<file path="src/rtl/core/scmu_pkg.sv">
`timescale 1ns / 1ps
// ----------------------------------------------------------------------------
// scmu_pkg
// Shared types, sizes and codes of the segmented checked memory unit.
// ----------------------------------------------------------------------------
package scmu_pkg;

    localparam int CODE_STORE_BYTES   = 1024;
    localparam int DATA_STORE_BYTES   = 1024;
    localparam int STATIC_STORE_BYTES = 1024;

    localparam int CA_W = (CODE_STORE_BYTES > 1) ? $clog2(CODE_STORE_BYTES) : 1;
    localparam int DA_W = (DATA_STORE_BYTES > 1) ? $clog2(DATA_STORE_BYTES) : 1;
    localparam int SA_W = (STATIC_STORE_BYTES > 1) ? $clog2(STATIC_STORE_BYTES) : 1;

    // The data top always stays below the data store size.
    localparam int DT_W = $clog2(DATA_STORE_BYTES);

    localparam int CLR_DEPTH = (CODE_STORE_BYTES > DATA_STORE_BYTES) ?
                               CODE_STORE_BYTES : DATA_STORE_BYTES;
    localparam int CLR_W     = $clog2(CLR_DEPTH);

    localparam int CFG_W  = 11;
    localparam int OFF_W  = 14;
    localparam int LIM_W  = 15;
    localparam int SUM_W  = 17;

    localparam logic [15:0] SEG_DATA_TAG = 16'h4000;

    localparam logic [2:0] OP_READ_BYTE   = 3'd0;
    localparam logic [2:0] OP_WRITE_BYTE  = 3'd1;
    localparam logic [2:0] OP_READ_WORD   = 3'd2;
    localparam logic [2:0] OP_WRITE_WORD  = 3'd3;
    localparam logic [2:0] OP_ALLOT       = 3'd4;
    localparam logic [2:0] OP_HERE        = 3'd5;
    localparam logic [2:0] OP_LOAD_STATIC = 3'd6;

    localparam logic [2:0] ERR_OK           = 3'd0;
    localparam logic [2:0] ERR_DATA_BEYOND  = 3'd1;
    localparam logic [2:0] ERR_CODE_BEYOND  = 3'd2;
    localparam logic [2:0] ERR_WRITE_STATIC = 3'd3;
    localparam logic [2:0] ERR_DATA_OVERFLOW = 3'd4;

    typedef struct packed {
        logic [2:0]  op;
        logic [15:0] address;
        logic [15:0] data_in;
    } cmd_t;

    typedef struct packed {
        logic [15:0] read_data;
        logic [2:0]  error_code;
    } result_t;

    typedef enum logic [2:0] {
        ST_CLEAR,
        ST_IDLE,
        ST_FIRST,
        ST_SECOND,
        ST_REPLY
    } state_t;

    // Where the byte of the current access comes from.
    typedef enum logic [2:0] {
        SRC_DATA,
        SRC_CODE,
        SRC_STATIC,
        SRC_FF,
        SRC_ZERO
    } src_t;

    typedef struct packed {
        logic [2:0]       err;
        src_t             src;
        logic [OFF_W-1:0] idx;
    } byte_chk_t;

    typedef struct packed {
        logic             we;
        logic [OFF_W-1:0] addr;
        logic [7:0]       wdata;
    } ram_req_t;

endpackage

</file>
<file path="src/rtl/core/scmu_byte_decode.sv">
`timescale 1ns / 1ps
// ----------------------------------------------------------------------------
// scmu_byte_decode
// Bounds check and store mapping of one tagged byte address.
// ----------------------------------------------------------------------------
module scmu_byte_decode import scmu_pkg::*; (
    input  logic [15:0]      address,
    input  logic             is_write,
    input  logic [DT_W-1:0]  data_top,
    input  logic [CFG_W-1:0] scb,
    output byte_chk_t        chk
);

    logic [OFF_W-1:0] off;
    logic [LIM_W-1:0] code_limit;
    logic             below_static;

    assign off          = address[OFF_W-1:0];
    assign code_limit   = LIM_W'(CODE_STORE_BYTES) + LIM_W'(scb);
    assign below_static = off < OFF_W'(scb);

    always_comb
    begin
        chk.err = ERR_OK;
        chk.src = SRC_FF;
        chk.idx = off;
        if (address[14])
        begin
            if (LIM_W'(off) >= LIM_W'(data_top))
            begin
                chk.err = ERR_DATA_BEYOND;
            end
            else
            begin
                chk.src = SRC_DATA;
            end
        end
        else if (LIM_W'(off) >= code_limit)
        begin
            chk.err = ERR_CODE_BEYOND;
        end
        else if (below_static)
        begin
            if (is_write)
            begin
                chk.err = ERR_WRITE_STATIC;
            end
            else if (32'(off) < STATIC_STORE_BYTES)
            begin
                chk.src = SRC_STATIC;
            end
            else
            begin
                chk.src = SRC_ZERO;
            end
        end
        else
        begin
            chk.src = SRC_CODE;
            chk.idx = off - OFF_W'(scb);
        end
    end

endmodule

</file>
<file path="src/rtl/core/scmu_seq.sv">
`timescale 1ns / 1ps
// ----------------------------------------------------------------------------
// scmu_seq
// Sequencer: clears the data and code stores after reset, then runs each
// command, with byte and word accesses as one or two byte accesses to the RAMs, and forms the result word.
// ----------------------------------------------------------------------------
module scmu_seq import scmu_pkg::*; (
    input  logic             clk,
    input  logic             rst_n,
    input  logic             start,
    output logic             busy,
    input  cmd_t             cmd,
    input  logic             cfg_write,
    input  logic [CFG_W-1:0] cfg_data,
    output logic             done,
    output result_t          result,
    output ram_req_t         data_req,
    output ram_req_t         code_req,
    output ram_req_t         static_req,
    input  logic [7:0]       data_rdata,
    input  logic [7:0]       code_rdata,
    input  logic [7:0]       static_rdata
);

    localparam logic [CLR_W-1:0] CLR_LAST = CLR_W'(CLR_DEPTH - 1);

    state_t           state_reg, state_next;
    logic [CLR_W-1:0] clr_cnt_reg, clr_cnt_next;
    cmd_t             cmd_reg, cmd_next;
    logic [2:0]       err_reg, err_next;
    src_t             src_reg, src_next;
    logic [7:0]       hi_reg, hi_next;
    logic [DT_W-1:0]  top_reg, top_next;
    logic [CFG_W-1:0] scb_reg, scb_next;
    result_t          result_reg, result_next;
    logic             done_reg, done_next;

    logic [15:0]      dec_addr;
    logic             dec_write;
    byte_chk_t        chk;
    logic [7:0]       cur_byte;
    logic [SUM_W-1:0] allot_sum;

    scmu_byte_decode u_dec (
        .address  (dec_addr),
        .is_write (dec_write),
        .data_top (top_reg),
        .scb      (scb_reg),
        .chk      (chk)
    );

    // Byte delivered by the RAM access issued in the previous cycle.
    always_comb
    begin
        case (src_reg)
            SRC_DATA:   cur_byte = data_rdata;
            SRC_CODE:   cur_byte = code_rdata;
            SRC_STATIC: cur_byte = static_rdata;
            SRC_FF:     cur_byte = 8'hFF;
            default:    cur_byte = 8'h00;
        endcase
    end

    assign allot_sum = SUM_W'(top_reg) + SUM_W'(cmd_reg.data_in);
    assign dec_write = (cmd_reg.op == OP_WRITE_BYTE) || (cmd_reg.op == OP_WRITE_WORD);
    assign dec_addr  = (state_reg == ST_SECOND) ? (cmd_reg.address + 16'd1)
                                                : cmd_reg.address;

    always_comb
    begin
        state_next = state_reg;
        unique case (state_reg)
            ST_CLEAR:
            begin
                if (clr_cnt_reg == CLR_LAST)
                begin
                    state_next = ST_IDLE;
                end
            end
            ST_IDLE:
            begin
                if (start)
                begin
                    state_next = ST_FIRST;
                end
            end
            ST_FIRST:
            begin
                if ((cmd_reg.op == OP_READ_WORD) || (cmd_reg.op == OP_WRITE_WORD))
                begin
                    state_next = ST_SECOND;
                end
                else
                begin
                    state_next = ST_REPLY;
                end
            end
            ST_SECOND:
            begin
                state_next = ST_REPLY;
            end
            ST_REPLY:
            begin
                state_next = ST_IDLE;
            end
            default:
            begin
                state_next = ST_IDLE;
            end
        endcase
    end

    always_comb
    begin
        clr_cnt_next = clr_cnt_reg;
        cmd_next     = cmd_reg;
        err_next     = err_reg;
        src_next     = src_reg;
        hi_next      = hi_reg;
        top_next     = top_reg;
        scb_next     = cfg_write ? cfg_data : scb_reg;
        result_next  = result_reg;
        done_next    = 1'b0;

        data_req       = '0;
        code_req       = '0;
        static_req     = '0;
        data_req.addr   = chk.idx;
        code_req.addr   = chk.idx;
        static_req.addr = chk.idx;

        unique case (state_reg)
            ST_CLEAR:
            begin
                data_req.addr = OFF_W'(clr_cnt_reg);
                code_req.addr = OFF_W'(clr_cnt_reg);
                data_req.we   = 32'(clr_cnt_reg) < DATA_STORE_BYTES;
                code_req.we   = 32'(clr_cnt_reg) < CODE_STORE_BYTES;
                clr_cnt_next  = clr_cnt_reg + CLR_W'(1);
            end
            ST_IDLE:
            begin
                if (start)
                begin
                    cmd_next = cmd;
                end
            end
            ST_FIRST:
            begin
                err_next = ERR_OK;
                src_next = chk.src;
                case (cmd_reg.op) inside
                    OP_READ_BYTE, OP_READ_WORD:
                    begin
                        err_next = chk.err;
                    end
                    OP_WRITE_BYTE, OP_WRITE_WORD:
                    begin
                        err_next = chk.err;
                        data_req.wdata = (cmd_reg.op == OP_WRITE_BYTE) ?
                                         cmd_reg.data_in[7:0] : cmd_reg.data_in[15:8];
                        code_req.wdata = data_req.wdata;
                        if (chk.err == ERR_OK)
                        begin
                            data_req.we = chk.src == SRC_DATA;
                            code_req.we = chk.src == SRC_CODE;
                        end
                    end
                    OP_ALLOT:
                    begin
                        if (allot_sum >= SUM_W'(DATA_STORE_BYTES))
                        begin
                            err_next = ERR_DATA_OVERFLOW;
                        end
                        else
                        begin
                            top_next = allot_sum[DT_W-1:0];
                        end
                    end
                    OP_LOAD_STATIC:
                    begin
                        static_req.addr  = cmd_reg.address[OFF_W-1:0];
                        static_req.wdata = cmd_reg.data_in[7:0];
                        static_req.we    = 32'(cmd_reg.address) < STATIC_STORE_BYTES;
                    end
                    default:
                    begin
                    end
                endcase
            end
            ST_SECOND:
            begin
                hi_next = cur_byte;
                // Once the first byte has failed, the second one fails too.
                if (err_reg == ERR_OK)
                begin
                    err_next = chk.err;
                    src_next = chk.src;
                    data_req.wdata = cmd_reg.data_in[7:0];
                    code_req.wdata = cmd_reg.data_in[7:0];
                    if ((cmd_reg.op == OP_WRITE_WORD) && (chk.err == ERR_OK))
                    begin
                        data_req.we = chk.src == SRC_DATA;
                        code_req.we = chk.src == SRC_CODE;
                    end
                end
                else
                begin
                    src_next = SRC_FF;
                end
            end
            ST_REPLY:
            begin
                done_next              = 1'b1;
                result_next.read_data  = 16'h0000;
                result_next.error_code = err_reg;
                case (cmd_reg.op) inside
                    OP_READ_BYTE:
                    begin
                        result_next.read_data = {8'h00, cur_byte};
                    end
                    OP_READ_WORD:
                    begin
                        result_next.read_data = {hi_reg, cur_byte};
                    end
                    OP_HERE:
                    begin
                        result_next.read_data = 16'(top_reg) | SEG_DATA_TAG;
                    end
                    default:
                    begin
                    end
                endcase
            end
            default:
            begin
            end
        endcase
    end

    always_ff @(posedge clk or negedge rst_n)
    begin
        if (!rst_n)
        begin
            state_reg   <= ST_CLEAR;
            clr_cnt_reg <= '0;
            top_reg     <= '0;
            scb_reg     <= '0;
            done_reg    <= 1'b0;
            err_reg     <= ERR_OK;
            src_reg     <= SRC_ZERO;
        end
        else
        begin
            state_reg   <= state_next;
            clr_cnt_reg <= clr_cnt_next;
            top_reg     <= top_next;
            scb_reg     <= scb_next;
            done_reg    <= done_next;
            err_reg     <= err_next;
            src_reg     <= src_next;
        end
    end

    always_ff @(posedge clk)
    begin
        cmd_reg    <= cmd_next;
        hi_reg     <= hi_next;
        result_reg <= result_next;
    end

    assign busy   = state_reg != ST_IDLE;
    assign done   = done_reg;
    assign result = result_reg;

endmodule

</file>
<file path="config.mk">
export PLATFORM = sky130hd
export DESIGN_NAME = scmu_seq
export DESIGN_NICKNAME = d
export VERILOG_FILES = /design/src/rtl/core/scmu_pkg.sv /design/src/rtl/core/scmu_byte_decode.sv /design/src/rtl/core/scmu_seq.sv
export SDC_FILE = /design/constraint.sdc
export NUM_CORES = 1
export LEC_CHECK = 0
export ABC_CLOCK_PERIOD_IN_PS = 7600
export BUFFER_PORTS_ARGS = -buffer_cell sky130_fd_sc_hd__buf_2
export CAP_MARGIN = 40
export CORE_MARGIN = 8
export CORE_UTILIZATION = 35
export DETAILED_ROUTE_END_ITERATION = 10
export PLACE_DENSITY = 0.55
export SLEW_MARGIN = 20
export SYNTH_ARGS = -nofsm -noshare
export SYNTH_HDL_FRONTEND = slang
export SYNTH_SLANG_ARGS = --single-unit
</file>
<file path="constraint.sdc">
create_clock -name clk -period 7.6 [get_ports clk]
set_input_delay 1.14 -clock clk [delete_from_list [all_inputs] [get_ports clk]]
set_output_delay 1.14 -clock clk [all_outputs]
set_load 0.05 [all_outputs]
</file>
==> results of run 1 <==
==> cells by family after synthesis <==
family / after synthesis / synth area share
AOI/OAI and AO/OA: 129 / 0.141
xor gates and xnor gates: 38 / 0.0519
adders and majority gates: 37 / 0.0746
buffers and inverters: 84 / 0.0666
DFF: 103 / 0.451
muxes: 30 / 0.0502
and+or+nand+nor: 209 / 0.165
==> synthesized netlist by cell type (3+ instances only) <==
cell	number
sky130_fd_sc_hd__nor2_1	63
sky130_fd_sc_hd__o21ai_1	4
sky130_fd_sc_hd__dfrtp_1	40
sky130_fd_sc_hd__mux2i_1	13
sky130_fd_sc_hd__clkbuf_1	18
sky130_fd_sc_hd__and3_1	3
sky130_fd_sc_hd__buf_2	5
sky130_fd_sc_hd__nand2_1	57
sky130_fd_sc_hd__nor2b_1	5
sky130_fd_sc_hd__a22o_1	15
sky130_fd_sc_hd__nand2b_1	5
sky130_fd_sc_hd__nand3_1	14
sky130_fd_sc_hd__xnor2_1	20
sky130_fd_sc_hd__o22ai_1	9
sky130_fd_sc_hd__a2111oi_0	3
sky130_fd_sc_hd__or4_1	4
sky130_fd_sc_hd__a31oi_1	5
sky130_fd_sc_hd__o21a_1	3
sky130_fd_sc_hd__nor3b_1	4
sky130_fd_sc_hd__a32o_1	6
sky130_fd_sc_hd__o21ai_0	23
sky130_fd_sc_hd__nand4_1	11
sky130_fd_sc_hd__and2_1	16
sky130_fd_sc_hd__or2_2	3
sky130_fd_sc_hd__mux2_1	4
sky130_fd_sc_hd__ha_1	35
sky130_fd_sc_hd__buf_4	24
sky130_fd_sc_hd__mux2_2	13
sky130_fd_sc_hd__a221o_1	3
sky130_fd_sc_hd__or3_1	3
sky130_fd_sc_hd__edfxtp_1	62
sky130_fd_sc_hd__nor3_1	7
sky130_fd_sc_hd__xor2_1	18
sky130_fd_sc_hd__a21oi_1	29
sky130_fd_sc_hd__inv_1	35
sky130_fd_sc_hd__a21o_1	7
sky130_fd_sc_hd__nor4_1	4
sky130_fd_sc_hd__a2bb2oi_1	3
==> critical path, cell delays in order (launching register included) <==
cell and delay, ns:
sky130_fd_sc_hd__edfxtp_1 0.48, sky130_fd_sc_hd__ha_1 0.23, sky130_fd_sc_hd__nand3_1 0.15, sky130_fd_sc_hd__or2_2 0.40, sky130_fd_sc_hd__nor2_1 0.15, sky130_fd_sc_hd__xor2_1 0.41, sky130_fd_sc_hd__ha_1 0.42, sky130_fd_sc_hd__a21o_1 0.25
sky130_fd_sc_hd__a2bb2oi_1 0.16, sky130_fd_sc_hd__nor2_1 0.06, sky130_fd_sc_hd__o41a_1 0.46, sky130_fd_sc_hd__nor4_4 0.29, sky130_fd_sc_hd__and2_1 0.42, sky130_fd_sc_hd__buf_8 0.21, sky130_fd_sc_hd__mux2i_1 0.37, sky130_fd_sc_hd__a21oi_1 0.14
sky130_fd_sc_hd__buf_2 0.26
==> placed cells by master, fill, tap and decap left out, types with 4 or more instances in the layout <==
| cell | netlist | final |
|---|---|---|
| sky130_fd_sc_hd__or4_1 | 4 | 4 |
| sky130_fd_sc_hd__o21ai_1 | 4 | 4 |
| sky130_fd_sc_hd__nor3_1 | 7 | 5 |
| sky130_fd_sc_hd__nand4_1 | 11 | 11 |
| sky130_fd_sc_hd__xor2_1 | 18 | 18 |
| sky130_fd_sc_hd__buf_4 | 24 | 4 |
| sky130_fd_sc_hd__and2_1 | 16 | 16 |
| sky130_fd_sc_hd__nor2b_1 | 5 | 5 |
| sky130_fd_sc_hd__xnor2_1 | 20 | 20 |
| sky130_fd_sc_hd__o22ai_1 | 9 | 9 |
| sky130_fd_sc_hd__a32o_1 | 6 | 6 |
| sky130_fd_sc_hd__nand3_1 | 14 | 14 |
| sky130_fd_sc_hd__nand2_1 | 57 | 57 |
| sky130_fd_sc_hd__nand2b_1 | 5 | 5 |
| sky130_fd_sc_hd__mux2i_1 | 13 | 13 |
| sky130_fd_sc_hd__a21oi_1 | 29 | 29 |
| sky130_fd_sc_hd__mux2_1 | 4 | 4 |
| sky130_fd_sc_hd__a31oi_1 | 5 | 5 |
| sky130_fd_sc_hd__inv_1 | 35 | 35 |
| sky130_fd_sc_hd__nor2_1 | 63 | 63 |
| sky130_fd_sc_hd__a22o_1 | 15 | 15 |
| sky130_fd_sc_hd__buf_2 | 5 | 164 |
| sky130_fd_sc_hd__dfrtp_1 | 40 | 40 |
| sky130_fd_sc_hd__mux2_2 | 13 | 13 |
| sky130_fd_sc_hd__clkbuf_16 | 0 | 9 |
| sky130_fd_sc_hd__nor4_1 | 4 | 4 |
| sky130_fd_sc_hd__edfxtp_1 | 62 | 62 |
| sky130_fd_sc_hd__a21o_1 | 7 | 7 |
| sky130_fd_sc_hd__ha_1 | 35 | 35 |
| sky130_fd_sc_hd__o21ai_0 | 23 | 23 |
==> layout make-up <==
cell class,instances,area (sq um)
Multi-Input combinational cell,443,3110
Inverter,35,131
Fill cell,1741,10300
Clock buffer,10,239
Clock inverter,6,76.3
Timing Repair Buffer,170,886
Sequential cell,103,2890
Tap cell,229,287
==> power groups by stage <==
stage	Clock, mW	Sequential (mW)	Combinational (mW)
floorplan	0	0.866	1.30
CTS	0.506	0.862	1.62
global placement	0	0.867	1.61
detailed placement	0	0.874	1.61
global route	0.529	0.881	1.72
finish	0.493	0.862	1.61
==> worst paths after layout <==
path / start / to
setup / recovery: cmd_reg[17] / data_req[16]
hold / removal: clr_cnt_reg[9] / clr_cnt_reg[9]
setup reg to reg: cmd_reg[17] / src_reg[0]
hold reg to reg: clr_cnt_reg[9] / clr_cnt_reg[9]
max in group asynchronous: rst_n / src_reg[2]
min in group asynchronous: rst_n / clr_cnt_reg[7]
==> stage by stage <==
stage	instances	worst slack, ns	power (mW)	util	hold slack (ns)
after global placement	977	1.47	2.47	0.404	0.491
final	996	1.21	2.96	0.424	0.509
after CTS	995	1.04	2.99	0.423	0.506
after floorplan	630	1.81	2.16	-	0.461
after global routing	996	0.936	3.13	0.424	0.546
after detailed placement	979	1.45	2.49	0.406	0.494
==> layer usage <==
metal  GRT usage  vias up  wire length, microns
met1       0.228     2478                  8620
met4      0.0658        0                   419
met5           0        -                     0
met2       0.249      206                  8350
met3      0.0362       28                  1430
li1            -     2518                     -
==> metrics.md, run 1 <==
| Metric | Value |
|---|---|
| Result of the run | `finished clean` |
| Number of synthesized register bits | `103` |
| Least-Margin Pin Slew | `0.872 ns` |
| Placed wire-length estimate after detailed placement | `15200 microns` |
| Count of hold-fix buffers inserted at cts | `0` |
| DRC Markers | `0` |
| Total clock sinks | `103` |
| Peak Freq | `157 MHz` |
| Total I/O pin count | `164` |
| Portion of synthesized cell area occupied by the leading cell type | `0.290` |
| IO buf count | `163` |
| Hold Violations, Final | `0` |
| Total standard cell area after synthesis | `6410 sq um` |
| Pwr/cell area | `389 nW/um^2` |
| P_sw | `1.54 mW` |
| Total Neg Setup Slack | `0 ns` |
| Root buffer selected by CTS | `sky130_fd_sc_hd__clkbuf_16` |
| Buffers from clock root to sink, at most | `2` |
| Static power due to leakage | `3.31 nW` |
| Average wire per standard cell | `18.9 microns` |
| Min Tclk post-route | `6.39 ns` |
| Initial antenna violation count | `0` |
| Count of cells resized by post-cts repair | `0` |
| Max VDD drop | `0.000260 V` |
| Max Cap Violations | `0` |
| NumNets Final | `873` |
| Number of violations reported at the end of detailed-routing iteration 0 | `503` |
| Crit path required time | `6.46 ns` |
| Power share of the combinational group | `0.543` |
| Layout Area Growth over Synthesis | `18.8%` |
| Worst slew slack as a fraction of its limit | `0.403` |
| Kind of capture point of the worst setup path | `primary output` |
| Setup Skew | `0.0108 ns` |
| Post-Route WL | `18800 microns` |
| Synthesized instance count | `630` |
| Via count of the first global-routing pass | `5324` |
| Sequential area share after synthesis | `0.451` |
| First-pass GRT wire length | `29000 microns` |
| Core ar. | `18000 sq um` |
| Finished Cell Area | `7620 sq um` |
| Post-synth EDFFs | `62` |
| Yosys warning total | `0` |
| Worst skew pair latency | `0.35 ns` |
| Fin. max-slew vios | `0` |
| Power share of the sequential group | `0.291` |
| Final count of negative-setup-slack endpoints | `0` |
| Maximum number of pins on one net before global-route repair | `36` |
| Number of flip-flops in the largest register | `35` |
| Gp weighted congestion | `0.877` |
| First-pass detailed-route iteration total | `5` |
| Mean cell area of the mapped netlist | `10.2 sq um` |
| Global Route Usage Sum | `0.166` |
| Number of vias per cell after detailed routing | `5.25` |
| Data arrival time of the worst path | `5.25 ns` |
| Antenna violation net count after detailed routing | `0` |
| Logic depth of the worst register-to-register path | `14` |
| Total clock buffers created by CTS | `9` |
| Number of placement rows | `49` |
| Placed Instance Area | `7290 sq um` |
| Leading register cell type out of synthesis | `sky130_fd_sc_hd__edfxtp_1` |
| Buffer count from post-CTS setup fixing | `0` |
| Register clock-pin slew on the reported worst setup and hold paths | `0.07 ns` |
| Async SR Flop Fraction | `0.398` |
| Net Count, Synth | `741` |
| Period utilisation layout | `0.840` |
| Starting density of the core | `0.357` |
| Fraction of power spent switching nets | `0.521` |
| Register-to-register setup slack | `3.09 ns` |
| Antenna diode count | `0` |
| Dominant cell type by area after synthesis | `sky130_fd_sc_hd__edfxtp_1` |
| Layout cells sized above 1 | `0.282` |
| Count of unique library cells instantiated by Yosys | `64` |
| Hold Path Class | `reg -> reg` |
| Clock tree from TritonCTS | `done` |
| Congestion Overflow GR | `0` |
| Fraction of power consumed by the clock network | `0.166` |
| Largest fanout on the critical path | `13` |
| Die Wd | `151 microns` |
| Area of the die | `22900 sq um` |
| Min-Delay Path Depth | `1` |
| Count of vias placed by the detailed router | `5230` |
| Die Y-Extent | `151 microns` |
| Cell internal pwr | `1.42 mW` |
| Launching element type of the critical path | `flop` |
| Cells taking the most area after synthesis | `sky130_fd_sc_hd__edfxtp_1 29%, sky130_fd_sc_hd__dfrtp_1 16%, sky130_fd_sc_hd__ha_1 6.8%` |
| Category of the critical setup timing path | `reg -> out` |
| Setup repair after global routing missed its margin | `false` |
| H-tree depth reported by CTS | `3` |
Note: power is estimated with default switching activity, not from simulation.
==> run 2: changes to the inputs <==
--- a/config.mk
+++ b/config.mk
@@ -5,13 +5,14 @@
 export SDC_FILE = /design/constraint.sdc
 export NUM_CORES = 1
 export LEC_CHECK = 0
-export ABC_CLOCK_PERIOD_IN_PS = 7600
+export ABC_AREA = 1
+export ABC_CLOCK_PERIOD_IN_PS = 5300
 export BUFFER_PORTS_ARGS = -buffer_cell sky130_fd_sc_hd__buf_2
 export CAP_MARGIN = 40
 export CORE_MARGIN = 8
 export CORE_UTILIZATION = 35
 export DETAILED_ROUTE_END_ITERATION = 10
-export PLACE_DENSITY = 0.55
+export PLACE_DENSITY = 0.56
 export SLEW_MARGIN = 20
 export SYNTH_ARGS = -nofsm -noshare
 export SYNTH_HDL_FRONTEND = slang
==> constraint.sdc (replaced) <==
create_clock -name clk -period 5.3 [get_ports clk]
set_input_delay 0.795 -clock clk [delete_from_list [all_inputs] [get_ports clk]]
set_output_delay 0.795 -clock clk [all_outputs]
set_load 0.05 [all_outputs]
==> run 2 against run 1 <==
  * Flip-flop and latch count is the same
  * Final cell count is 27% higher
  * Sequential power rose by 38%
  * Utilization down 0.081 points
  * Largest power group unchanged
  * Highest routed layer unchanged
==> metrics.md, run 2 <==
| Metric | Value |
|---|---|
| Data arrival time of the worst path | `4.11 ns` |
| PnR Total Power | `4.20 mW` |
| Min Tclk post-route | `4.91 ns` |
| Least-Margin Pin Slew | `0.745 ns` |
| Kind of cell adding the most delay to the critical path | `simple AND/OR/NAND/NOR gates` |
| Launching element type of the critical path | `flop` |
| Synthesized instance count | `846` |
| Via count of the first global-routing pass | `6017` |
| Met2 wire length | `9300 microns` |
| Final count of negative-setup-slack endpoints | `0` |
| DRC Markers | `0` |
| Count of hold-fix buffers inserted at cts | `0` |
| Period utilisation layout | `0.926` |
| CP most frequent cell | `sky130_fd_sc_hd__nand2_1` |
| Total Neg Setup Slack | `0 ns` |
| Critical register-to-register path endpoint | `top_reg[7]` |
| Number of standard cells in the final layout excluding fillers | `1263` |
| Number of violations reported at the end of detailed-routing iteration 0 | `406` |
| Post-synth EDFFs | `62` |
| Most common library cell in the layout ignoring fill and taps | `sky130_fd_sc_hd__nand2_1` |
| Power share of the combinational group | `0.556` |
| Max Cap Violations | `0` |
| Fraction of power consumed by the clock network | `0.161` |
| Dominant cell type by area after synthesis | `sky130_fd_sc_hd__edfxtp_1` |
| Count of unique library cells instantiated by Yosys | `46` |
| Register clock-pin slew on the reported worst setup and hold paths | `0.08 ns` |
| Layout cells sized above 1 | `0.223` |
| Placed Instance Area | `7810 sq um` |
| Net Count, Synth | `957` |
| Fraction of the core area covered by cells at the end of the flow | `0.423` |
| NumNets Final | `1104` |
| Number of flip-flops in the largest register | `35` |
| Gp weighted congestion | `0.903` |
| Crit path required time | `4.51 ns` |
| Count of cells resized by post-cts repair | `0` |
| Clock tree from TritonCTS | `done` |
| Number of placement rows | `51` |
| First-pass GRT wire length | `31700 microns` |
| Buffer count from post-CTS setup fixing | `0` |
| Power share of the sequential group | `0.283` |
| Core ar. | `19200 sq um` |
| Post-Route WL | `20100 microns` |
| Launch point of the worst reg-to-reg path | `top_reg[0]` |
| Cell internal pwr | `1.97 mW` |
| First-pass detailed-route iteration total | `5` |
| Static power due to leakage | `4.09 nW` |
| Die Y-Extent | `155 microns` |
| Average wire per standard cell | `15.9 microns` |
| Uppermost layer routed | `met4` |
| Hold Violations, Final | `0` |
| Hold Path Class | `in -> async` |
| Worst path slowest cell | `sky130_fd_sc_hd__dfrtp_1` |
| Total I/O pin count | `164` |
| Congestion Overflow GR | `0` |
| Placed wire-length estimate after detailed placement | `16600 microns` |
| Fraction of power spent switching nets | `0.532` |
| Portion of synthesized cell area occupied by the leading cell type | `0.275` |
| Die Wd | `155 microns` |
| Global Route Usage Sum | `0.169` |
| Leading register cell type out of synthesis | `sky130_fd_sc_hd__edfxtp_1` |
| Category of the critical setup timing path | `reg -> out` |
| Maximum number of pins on one net before global-route repair | `26` |
| Antenna violation net count after detailed routing | `0` |
| Peak Freq | `204 MHz` |
| Kind of capture point of the worst setup path | `primary output` |
| Total standard cell area after synthesis | `6770 sq um` |
| Number of synthesized register bits | `103` |
| Total clock buffers created by CTS | `9` |
| Initial antenna violation count | `0` |
| Number of placed instances, taps included | `1247` |
| Result of the run | `finished clean` |
| Async SR Flop Fraction | `0.398` |
| Mean cell area of the mapped netlist | `8.01 sq um` |
| Yosys warning total | `0` |
| Max VDD drop | `0.000280 V` |
| Buffers from clock root to sink, at most | `2` |
| Worst skew pair latency | `0.36 ns` |
| Setup repair after global routing missed its margin | `true` |
| Layout Area Growth over Synthesis | `20.0%` |
| Antenna diode count | `0` |
| Starting density of the core | `0.353` |
| Pwr/cell area | `516 nW/um^2` |
| M1 WL | `9450 microns` |
| Register-to-register setup slack | `1.95 ns` |
| Largest fanout on the critical path | `25` |
| Number of vias per cell after detailed routing | `4.71` |
| Largest stage delay, worst path | `0.45 ns` |
| Critical path cell sequence | `nand2_1 -> nor2_4 -> nand2_4 -> nor2_1 -> inv_1 -> o21a_1 -> ha_1 -> nand2_1 -> nor2_1 -> nand2_1 -> nand2_1 -> nand2_1 -> a21boi_1 -> nor2_4 -> nand3_4 -> clkinv_1 -> nand2_1 -> nand2_1 -> o21ai_1 -> buf_2` |
| Setup Skew | `0.00715 ns` |
| Leading cell types in the layout, fill and taps excluded | `210 x sky130_fd_sc_hd__nand2_1, 157 x sky130_fd_sc_hd__buf_2, 134 x sky130_fd_sc_hd__inv_1` |
| Worst slew slack as a fraction of its limit | `0.503` |
| Root buffer selected by CTS | `sky130_fd_sc_hd__clkbuf_16` |
| H-tree depth reported by CTS | `3` |
| Logic depth of the worst register-to-register path | `12` |
| Routed length on met3 | `1050 microns` |
| Sequential area share after synthesis | `0.426` |
| IO buf count | `163` |
| Cells taking the most area after synthesis | `sky130_fd_sc_hd__edfxtp_1 27%, sky130_fd_sc_hd__dfrtp_1 15%, sky130_fd_sc_hd__nand2_1 12%` |
| Most numerous cell in the Yosys netlist | `sky130_fd_sc_hd__nand2_1` |
| P_sw | `2.23 mW` |
| Count of vias placed by the detailed router | `5954` |
| Finished Cell Area | `8130 sq um` |
| Top post-synthesis cells by count | `210 x sky130_fd_sc_hd__nand2_1, 134 x sky130_fd_sc_hd__inv_1, 62 x sky130_fd_sc_hd__edfxtp_1` |
| Fin. max-slew vios | `0` |
| Critical path buffers and inverters | `3` |
| Area of the die | `24100 sq um` |
| Total clock sinks | `103` |
-- run 2: changes by cell type after synthesis, moves of 6 or more --
cell,before,now
sky130_fd_sc_hd__xnor2_1,20,10
sky130_fd_sc_hd__o21ai_0,23,55
sky130_fd_sc_hd__inv_1,35,134
sky130_fd_sc_hd__mux2i_1,13,0
sky130_fd_sc_hd__nand3_1,14,54
sky130_fd_sc_hd__mux2_2,13,1
sky130_fd_sc_hd__a32o_1,6,0
sky130_fd_sc_hd__clkbuf_1,18,11
sky130_fd_sc_hd__o21ai_1,4,13
sky130_fd_sc_hd__and2_1,16,0
sky130_fd_sc_hd__a22o_1,15,0
sky130_fd_sc_hd__nand2_1,57,210
-- run 2: per-layer routing --
| metal | track usage | vias to the layer above |
|---|---|---|
| met1 | 0.220 | 2722 |
| met2 | 0.278 | 162 |
| met3 | 0.0358 | 22 |
| li1 | - | 3048 |
| met4 | 0.0499 | 0 |
| met5 | 0 | - |
-- run 2: kinds of logic after synthesis --
group | share of synthesized area
compound gates | 0.102
xor+xnor | 0.0451
fa+ha+maj | 0.0706
buf+inv | 0.111
flops | 0.426
mux | 0.00166
simple gates | 0.243
-- run 2: final cells by class --
class / count / area [sq um]
Fill cell: 1992 / 11100
Multi-Input combinational cell: 568 / 3160
Sequential cell: 103 / 2890
Timing Repair Buffer: 171 / 931
Inverter: 140 / 526
Tap cell: 265 / 332
Clock buffer: 10 / 229
Clock inverter: 6 / 62.6
-- run 2: how the worst max path moves through the flow --
stage                     endpoint         start  slack [ns]  cells after the start
floorplan             data_req[16]  state_reg[0]        0.34                     18
global placement    static_req[16]  state_reg[0]        0.59                     20
detailed placement  static_req[16]  state_reg[0]        0.56                     20
CTS                 static_req[16]  state_reg[0]        0.16                     20
global route        static_req[16]   cmd_reg[18]      -0.007                     19
finish                 data_req[8]  state_reg[1]        0.39                     20
-- run 2: power groups by stage --
stage | combinational [mW] | clock, mW | sequential [mW]
floorplan | 1.76 | 0 | 1.24
global placement | 2.30 | 0 | 1.20
detailed placement | 2.32 | 0 | 1.20
CTS | 2.33 | 0.691 | 1.19
global route | 2.53 | 0.719 | 1.21
finish | 2.33 | 0.674 | 1.19
-- run 2: per-stage QoR --
stage	setup WS [ns]	hold slack [ns]
global route	-0.00721	0.436
detailed placement	0.564	0.474
floorplan	0.336	0.448
global placement	0.587	0.464
CTS	0.158	0.412
finish	0.394	0.406
